===== src/rtl/lss_pkg.sv =====
`timescale 1ns / 1ps
// ----------------------------------------------------------------------------
// lss_pkg
// shared types and codes of the lifo stack with search
// ----------------------------------------------------------------------------
package lss_pkg;

  localparam int WORD_W = 32;
  localparam int POS_W  = 5;

  typedef enum logic [2:0] {
    MODE_PUSH    = 3'd0,
    MODE_POP     = 3'd1,
    MODE_PEEK    = 3'd2,
    MODE_DISPLAY = 3'd3,
    MODE_SEARCH  = 3'd4,
    MODE_CLEAR   = 3'd5
  } mode_t;

  typedef enum logic [1:0] {
    ST_OK       = 2'd0,
    ST_EMPTY    = 2'd1,
    ST_FULL     = 2'd2,
    ST_NOTFOUND = 2'd3
  } status_t;

  typedef enum logic [1:0] {
    S_IDLE,
    S_EXEC,
    S_WALK,
    S_FLUSH
  } state_t;

  typedef enum logic [3:0] {
    EM_NONE,
    EM_FULL,
    EM_PUSH,
    EM_EMPTY,
    EM_TOP,
    EM_CLEAR,
    EM_DISP,
    EM_MATCH_MID,
    EM_MATCH_LAST,
    EM_NOTFOUND
  } emit_t;

  typedef struct packed {
    logic        load;
    emit_t       emit;
    logic        push_wr;
    logic        pop;
    logic        clr;
    logic        step;
    logic        set_pend;
  } ctrl_cmd_t;

  typedef struct packed {
    logic [2:0]  mode;
    logic        empty;
    logic        full;
    logic        at_end;
    logic        match;
    logic        hit;
    logic        out_free;
  } dp_stat_t;

endpackage


===== src/rtl/lss_ram.sv =====
`timescale 1ns / 1ps
// ----------------------------------------------------------------------------
// lss_ram
// generic single write port ram with registered read
// ----------------------------------------------------------------------------
module lss_ram #(
  parameter int WIDTH = 32,
  parameter int DEPTH = 16,
  localparam int AW = (DEPTH > 1) ? $clog2(DEPTH) : 1
) (
  input  logic             clk,
  input  logic             wr_en,
  input  logic [AW-1:0]    wr_addr,
  input  logic [WIDTH-1:0] wr_data,
  input  logic [AW-1:0]    rd_addr,
  output logic [WIDTH-1:0] rd_data
);

  logic [WIDTH-1:0] mem [DEPTH];

  always_ff @(posedge clk) begin
    if (wr_en) begin
      mem[wr_addr] <= wr_data;
    end
    rd_data <= mem[rd_addr];
  end

endmodule


===== src/rtl/lss_ctrl.sv =====
`timescale 1ns / 1ps
// ----------------------------------------------------------------------------
// lss_ctrl
// operation sequencer: dispatch, entry walk and search flush
// ----------------------------------------------------------------------------
module lss_ctrl
  import lss_pkg::*;
(
  input  logic      clk,
  input  logic      rst_n,
  input  logic      in_tvalid,
  output logic      in_tready,
  input  dp_stat_t  stat,
  output ctrl_cmd_t cmd
);

  state_t state_r, state_nxt;
  logic   srch_ok;

  // a second match can only advance once the pending one is sent
  assign srch_ok   = !(stat.match && stat.hit) || stat.out_free;
  assign in_tready = (state_r == S_IDLE);

  always_ff @(posedge clk) begin
    if (!rst_n) begin
      state_r <= S_IDLE;
    end else begin
      state_r <= state_nxt;
    end
  end

  always_comb begin
    state_nxt = state_r;
    unique case (state_r)
      S_IDLE: begin
        if (in_tvalid) state_nxt = S_EXEC;
      end
      S_EXEC: begin
        case (stat.mode)
          MODE_PUSH, MODE_POP, MODE_PEEK, MODE_CLEAR: begin
            if (stat.out_free) state_nxt = S_IDLE;
          end
          MODE_DISPLAY, MODE_SEARCH: begin
            if (!stat.empty) state_nxt = S_WALK;
            else if (stat.out_free) state_nxt = S_IDLE;
          end
          default: state_nxt = S_IDLE;
        endcase
      end
      S_WALK: begin
        if (stat.mode == MODE_DISPLAY) begin
          if (stat.out_free && stat.at_end) state_nxt = S_IDLE;
        end else begin
          if (srch_ok && stat.at_end) state_nxt = S_FLUSH;
        end
      end
      S_FLUSH: begin
        if (stat.out_free) state_nxt = S_IDLE;
      end
    endcase
  end

  always_comb begin
    cmd          = '0;
    cmd.emit     = EM_NONE;
    cmd.load     = (state_r == S_IDLE) && in_tvalid;
    unique case (state_r)
      S_IDLE: ;
      S_EXEC: begin
        if (stat.out_free) begin
          case (stat.mode)
            MODE_PUSH: begin
              cmd.emit    = stat.full ? EM_FULL : EM_PUSH;
              cmd.push_wr = !stat.full;
            end
            MODE_POP: begin
              cmd.emit = stat.empty ? EM_EMPTY : EM_TOP;
              cmd.pop  = !stat.empty;
            end
            MODE_PEEK: begin
              cmd.emit = stat.empty ? EM_EMPTY : EM_TOP;
            end
            MODE_DISPLAY, MODE_SEARCH: begin
              if (stat.empty) cmd.emit = EM_EMPTY;
            end
            MODE_CLEAR: begin
              cmd.emit = EM_CLEAR;
              cmd.clr  = 1'b1;
            end
            default: ;
          endcase
        end
      end
      S_WALK: begin
        if (stat.mode == MODE_DISPLAY) begin
          if (stat.out_free) begin
            cmd.emit = EM_DISP;
            cmd.step = !stat.at_end;
          end
        end else if (srch_ok) begin
          if (stat.match) begin
            cmd.set_pend = 1'b1;
            if (stat.hit) cmd.emit = EM_MATCH_MID;
          end
          cmd.step = !stat.at_end;
        end
      end
      S_FLUSH: begin
        if (stat.out_free) begin
          cmd.emit = stat.hit ? EM_MATCH_LAST : EM_NOTFOUND;
        end
      end
    endcase
  end

endmodule


===== src/rtl/lss_dp.sv =====
`timescale 1ns / 1ps
// ----------------------------------------------------------------------------
// lss_dp
// stack store, entry count, walk pointer and result register
// ----------------------------------------------------------------------------
module lss_dp
  import lss_pkg::*;
#(
  parameter int STACK_DEPTH = 16
) (
  input  logic              clk,
  input  logic              rst_n,
  input  logic [2:0]        in_mode,
  input  logic [WORD_W-1:0] in_value,
  input  ctrl_cmd_t         cmd,
  output dp_stat_t          stat,
  input  logic              out_tready,
  output logic              out_tvalid,
  output logic [1:0]        out_status,
  output logic [WORD_W-1:0] out_word,
  output logic [POS_W-1:0]  out_position,
  output logic              out_last
);

  localparam int AW = $clog2(STACK_DEPTH);
  localparam int CW = $clog2(STACK_DEPTH + 1);

  logic [CW-1:0]            count_r, count_nxt;
  logic [CW-1:0]            cnt_m1;
  logic [AW-1:0]            idx_r, idx_nxt;
  logic [CW-1:0]            pos_r, pos_nxt;
  logic [CW-1:0]            pend_r, pend_nxt;
  logic                     hit_r, hit_nxt;
  logic [2:0]               mode_r, mode_nxt;
  logic signed [WORD_W-1:0] value_r, value_nxt;
  logic [WORD_W-1:0]        ram_q;

  logic                     ovld_r, ovld_nxt;
  status_t                  ost_r, ost_nxt;
  logic signed [WORD_W-1:0] oword_r, oword_nxt;
  logic [POS_W-1:0]         opos_r, opos_nxt;
  logic                     olast_r, olast_nxt;

  assign cnt_m1 = count_r - CW'(1);

  lss_ram #(
    .WIDTH (WORD_W),
    .DEPTH (STACK_DEPTH)
  ) u_store (
    .clk     (clk),
    .wr_en   (cmd.push_wr),
    .wr_addr (count_r[AW-1:0]),
    .wr_data (value_r),
    .rd_addr (idx_nxt),
    .rd_data (ram_q)
  );

  always_comb begin
    count_nxt = count_r;
    idx_nxt   = idx_r;
    pos_nxt   = pos_r;
    pend_nxt  = pend_r;
    hit_nxt   = hit_r;
    mode_nxt  = mode_r;
    value_nxt = value_r;
    if (cmd.load) begin
      mode_nxt  = in_mode;
      value_nxt = in_value;
      idx_nxt   = cnt_m1[AW-1:0];
      pos_nxt   = CW'(1);
      hit_nxt   = 1'b0;
    end
    if (cmd.step) begin
      idx_nxt = idx_r - AW'(1);
      pos_nxt = pos_r + CW'(1);
    end
    if (cmd.set_pend) begin
      pend_nxt = pos_r;
      hit_nxt  = 1'b1;
    end
    if (cmd.push_wr) count_nxt = count_r + CW'(1);
    if (cmd.pop)     count_nxt = cnt_m1;
    if (cmd.clr)     count_nxt = '0;
  end

  always_comb begin
    ovld_nxt  = out_tready ? 1'b0 : ovld_r;
    ost_nxt   = ost_r;
    oword_nxt = oword_r;
    opos_nxt  = opos_r;
    olast_nxt = olast_r;
    if (cmd.emit != EM_NONE) begin
      ovld_nxt  = 1'b1;
      ost_nxt   = ST_OK;
      oword_nxt = '0;
      opos_nxt  = '0;
      olast_nxt = 1'b1;
    end
    unique case (cmd.emit)
      EM_NONE, EM_CLEAR: ;
      EM_FULL:     ost_nxt = ST_FULL;
      EM_EMPTY:    ost_nxt = ST_EMPTY;
      EM_NOTFOUND: ost_nxt = ST_NOTFOUND;
      EM_PUSH: begin
        oword_nxt = value_r;
        opos_nxt  = POS_W'(1);
      end
      EM_TOP: begin
        oword_nxt = ram_q;
        opos_nxt  = POS_W'(1);
      end
      EM_DISP: begin
        oword_nxt = ram_q;
        opos_nxt  = POS_W'(pos_r);
        olast_nxt = (idx_r == '0);
      end
      EM_MATCH_MID: begin
        oword_nxt = value_r;
        opos_nxt  = POS_W'(pend_r);
        olast_nxt = 1'b0;
      end
      EM_MATCH_LAST: begin
        oword_nxt = value_r;
        opos_nxt  = POS_W'(pend_r);
      end
      default: ;
    endcase
  end

  always_ff @(posedge clk) begin
    if (!rst_n) begin
      count_r <= '0;
      hit_r   <= 1'b0;
      ovld_r  <= 1'b0;
    end else begin
      count_r <= count_nxt;
      hit_r   <= hit_nxt;
      ovld_r  <= ovld_nxt;
    end
  end

  always_ff @(posedge clk) begin
    idx_r   <= idx_nxt;
    pos_r   <= pos_nxt;
    pend_r  <= pend_nxt;
    mode_r  <= mode_nxt;
    value_r <= value_nxt;
    ost_r   <= ost_nxt;
    oword_r <= oword_nxt;
    opos_r  <= opos_nxt;
    olast_r <= olast_nxt;
  end

  assign stat.mode     = mode_r;
  assign stat.empty    = (count_r == '0);
  assign stat.full     = (count_r == CW'(STACK_DEPTH));
  assign stat.at_end   = (idx_r == '0);
  assign stat.match    = (ram_q == value_r);
  assign stat.hit      = hit_r;
  assign stat.out_free = !ovld_r || out_tready;

  assign out_tvalid   = ovld_r;
  assign out_status   = ost_r;
  assign out_word     = oword_r;
  assign out_position = opos_r;
  assign out_last     = olast_r;

endmodule


===== src/rtl/lifo_stack_with_search_core.sv =====
`timescale 1ns / 1ps
// push, pop, peek and clear: executed in the exec state, result registered at the output
// display of n entries: one result per cycle in the walk state, while the output is free
// search: each match waits for the next; the last match or not found is sent from flush
// a new transaction is taken once the previous one has issued its last result
// reset: synchronous active-low, empties the stack and drops any held result
// ----------------------------------------------------------------------------
// lifo_stack_with_search_core
// bounded lifo stack of signed words with display and key search
// ----------------------------------------------------------------------------
module lifo_stack_with_search_core
  import lss_pkg::*;
#(
  parameter int STACK_DEPTH = 16
) (
  input  logic        clk,
  input  logic        rst_n,
  input  logic        in_tvalid,
  output logic        in_tready,
  input  logic [31:0] in_tdata,   // value[31:0]
  input  logic [2:0]  in_tuser,   // mode[2:0]
  output logic        out_tvalid,
  input  logic        out_tready,
  output logic [39:0] out_tdata,  // word[31:0], position[36:32], zero[39:37]
  output logic [1:0]  out_tuser,  // status[1:0]
  output logic        out_tlast
);

  ctrl_cmd_t         cmd;
  dp_stat_t          stat;
  logic [WORD_W-1:0] word;
  logic [POS_W-1:0]  position;

  lss_ctrl u_ctrl (
    .clk       (clk),
    .rst_n     (rst_n),
    .in_tvalid (in_tvalid),
    .in_tready (in_tready),
    .stat      (stat),
    .cmd       (cmd)
  );

  lss_dp #(
    .STACK_DEPTH (STACK_DEPTH)
  ) u_dp (
    .clk          (clk),
    .rst_n        (rst_n),
    .in_mode      (in_tuser),
    .in_value     (in_tdata),
    .cmd          (cmd),
    .stat         (stat),
    .out_tready   (out_tready),
    .out_tvalid   (out_tvalid),
    .out_status   (out_tuser),
    .out_word     (word),
    .out_position (position),
    .out_last     (out_tlast)
  );

  assign out_tdata = {3'b000, position, word};

endmodule

===== config.mk =====
export PLATFORM = sky130hd
export DESIGN_NAME = lifo_stack_with_search_core
export DESIGN_NICKNAME = d
export VERILOG_FILES = /design/src/rtl/lss_pkg.sv /design/src/rtl/lss_ram.sv /design/src/rtl/lss_ctrl.sv /design/src/rtl/lss_dp.sv /design/src/rtl/lifo_stack_with_search_core.sv
export SDC_FILE = /design/constraint.sdc
export NUM_CORES = 1
export LEC_CHECK = 0
export ABC_CLOCK_PERIOD_IN_PS = 4400
export CORE_MARGIN = 2
export CORE_UTILIZATION = 60
export DETAILED_ROUTE_END_ITERATION = 8
export DONT_BUFFER_PORTS = 1
export GPL_ROUTABILITY_DRIVEN = 0
export GPL_TIMING_DRIVEN = 0
export PLACE_DENSITY = 0.75
export SETUP_SLACK_MARGIN = 0.5
export SLEW_MARGIN = 20
export SYNTH_ARGS = -nofsm -noshare
export SYNTH_HDL_FRONTEND = slang
export SYNTH_SLANG_ARGS = --single-unit

===== constraint.sdc =====
create_clock -name clk -period 4.4 [get_ports clk]
set_input_delay 0.44 -clock clk [delete_from_list [all_inputs] [get_ports clk]]
set_output_delay 0.44 -clock clk [all_outputs]
set_load 0.05 [all_outputs]

==> impl_metrics.yaml <==
yosys:
  synth-seq-area-share_pct: 73.33
  synth_edf_count: 597
  avgSynthCellArea_um2: 14.34
  synth_top_area_share_pct: 69.82
  ys.warnings.count: 0
  synth_cells: 1790
  ys_top_cells_by_area: "edfxtp_1, a311o_1, dfxtp_1, a211oi_1, nand3_1"
  synth_ff_type: "edfxtp_1"
  syn-cell-area_um2: 25670
  synth_cell_type_count: 64
  synth_largest_area_cell: "edfxtp_1"
  async_reset_ff_share_pct: 0
  ys_ff_latch: 642
flow_run:
  maxCapViolations: 0
cts:
  clock_latency_ps: 640
  htree_levels: 2
  clockBufferDepth: 3
  cts_sinks: 642
  ctsRootBufferMaster: "clkbuf_16"
  cts.clk_slew.worst_paths_ps: 70
  cts_tree: "built"
  cts_made_buffers: 60
floorplanning:
  coreArea_um2: 42130
  pin_count: 84
  start_util_pct: 60.94
  row_count: 75
  design.die.area_um2: 44460
  die_h_um: 210.9
  die_w_um: 210.9
worst_setup_path:
  cp.required_ps: 4910
  end_kind: "flip-flop"
  worstPathMaxFanout: 10
  crit_arrival_ps: 4540
  start_kind: "flip-flop"
  worstSetupPathType: "reg -> reg"
layout:
  final_common_cell: "edfxtp_1"
  area_growth_syn_to_layout_pct: 19.19
  stdcell_area_um2: 30600
  mostFrequentLayoutCells: "edfxtp_1, nand2_1, nand3_1, and3_1, a311o_1"
  drive_gt1_share_pct: 18.33
  num-fill-cells: 2522
  num-nets-final: 2030
timing:
  setup_viol: 0
  fmax_mhz: 248.1
  relSlewSlack_pct: 38.05
  rsz0062_at_grt: "yes"
  finalMaxSlewViolations: 0
  setup_tns_ps: 0
  min_period_ps: 4030
  worst_slew_pin_slew_ps: 929.3
  post-route-period-util_pct: 91.60
  clock_skew_ps: 21.95
  hold_viol: 0
global_route:
  use_met1_pct: 45.14
  grt.met2_usage_pct: 53.42
  grt_max_degree: 23
  gr-total-overflow: 0
  grt_pass1_vias: 17308
  grt_use_total_pct: 34.59
  top_usage_layer: "met2"
  grtUsageMet3_pct: 10.23
  grt_pass1_wl_mm: 110.5
  antenna_found_initial: 0
placed_design:
  dpl.hpwl_mm: 47.88
  placed_cell_area_um2: 26910
  numPortBuffers: 0
power:
  peakVddDrop_v: 0.0003593
  power.total_uw: 15260
  power.density_nw_per_um2: 498.7
  p_leak_uw: 0.01023
outcome:
  outcome: "finished, final reports clean"
routing:
  vias: 18165
  drtAntennaViolNets: 0
  drc: 0
  wl_per_cell_um: 30.76
  avgViaCountPerCell: 7.054
  finalWirelength_mm: 79.22
  first_iter_violations: 3151
  drtPass1Iterations: 6
min_path:
  hp-class: "in -> reg"
## metrics by stage
stage | hold WS (ps) | utilization (%) | instances | setup WS, ps
floorplan | 472.1 | - | 1792 | 532.4
global route | 178.6 | 72.62 | 2574 | 374.8
detailed placement | 516.0 | 63.87 | 2348 | -1047
finish | 187.5 | 72.63 | 2575 | 369.8
global placement | 513.3 | 62.56 | 2331 | -1406
CTS | 146.1 | 70.86 | 2545 | 501.2
## area by class of cell
cell class / instances / area [µm²] / share of cell area, %
Inverter: 10 / 41.29 / 0.1349
Clock buffer: 83 / 1690 / 5.524
Antenna cell: 1 / 2.502 / 0.008177
Clock inverter: 30 / 262.8 / 0.8586
Multi-Input combinational cell: 992 / 6780 / 22.16
Buffer: 148 / 774.5 / 2.531
Sequential cell: 642 / 18830 / 61.53
Timing Repair inverter: 1 / 7.507 / 0.02453
Tap cell: 539 / 674.4 / 2.204
Timing Repair Buffer: 129 / 1540 / 5.033
## power by group
| part | internal, µW | total [µW] | switching (µW) | leakage (µW) |
|---|---|---|---|---|
| Clock | 2910 | 5170 | 2260 | 0.000956 |
| Combinational | 891 | 2800 | 1910 | 0.00349 |
| Sequential | 6960 | 7290 | 333 | 0.00579 |
## cell usage after synthesis (33+ instances only)
cell and n:
nor4_1 33, a22o_1 37, o21ai_0 68, and3_1 102, nand3_1 132, nand2_1 153
nor2_1 36, clkbuf_1 124, edfxtp_1 597, o22ai_1 33, xnor2_1 37, dfxtp_1 45
a211oi_1 98, a311o_1 94, nor3_1 69
## kinds of logic after synthesis
kind of cell | share of synthesized area, %
DFF | 73.33
and+or+nand+nor | 11.23
AOI/OAI and AO/OA | 11.15
buffers and inverters | 2.451
xor gates and xnor gates | 1.365
adders and majority gates | 0.3411
muxes | 0.1170
other | 0.01461
## layer usage
metal / share of wire, % / vias up
li1: - / 7468
met1: 35 / 8859
met2: 45 / 1509
met3: 14 / 329
met4: 5.9 / 0
met5: 0 / -
## sequential cells by signal, indices dropped and copies added, names as in the netlist
register and flops:
u_ctrl.state_r 2, u_dp.out_position 5, u_dp.hit_r 1, u_dp.pend_r 5, u_dp.out_word 32, u_dp.out_last 1
u_dp.out_tvalid 1, u_dp.idx_r 4, u_dp.out_status 2, u_dp.u_store.mem 512, u_dp.pos_r 5, u_dp.value_r 32
u_dp.u_store.rd_data 32, u_dp.mode_r 3, u_dp.count_r 5
## what timing repair did
item	in CTS	in global routing
hold buffers	36	0
setup buffers	47	29
endpoints found under the setup margin	156	443
cloned	1	0
pin swaps	10	20
endpoints found under the hold margin	39	0
gates resized for setup	72	200
## path summary, 6_finish.rpt
path	from	end	slack [ps]	cells past startpoint
max reg2reg	u_dp.value_r[3]$_DFFE_PP_	u_dp.u_store.rd_data[1]$_DFF_P_	370	13
min reg2reg	u_dp.pos_r[4]$_SDFFCE_PP0P_	u_dp.pend_r[4]$_DFFE_PP_	520	0
max	u_dp.value_r[3]$_DFFE_PP_	u_dp.u_store.rd_data[1]$_DFF_P_	370	13
min	out_tready	u_dp.out_tvalid$_SDFFE_PN0P_	190	2
## critical path: stages (launching register included)
cell,delay [ps]
edfxtp_1,510
xnor2_2,330
nand4_1,350
nor4_4,230
buf_4,210
nand3_2,220
a21o_1,240
buf_2,210
buf_4,220
clkbuf_1,320
and3_1,280
a211oi_1,330
nor4_2,140
a311o_1,290
(Power assumes the default switching activity.)
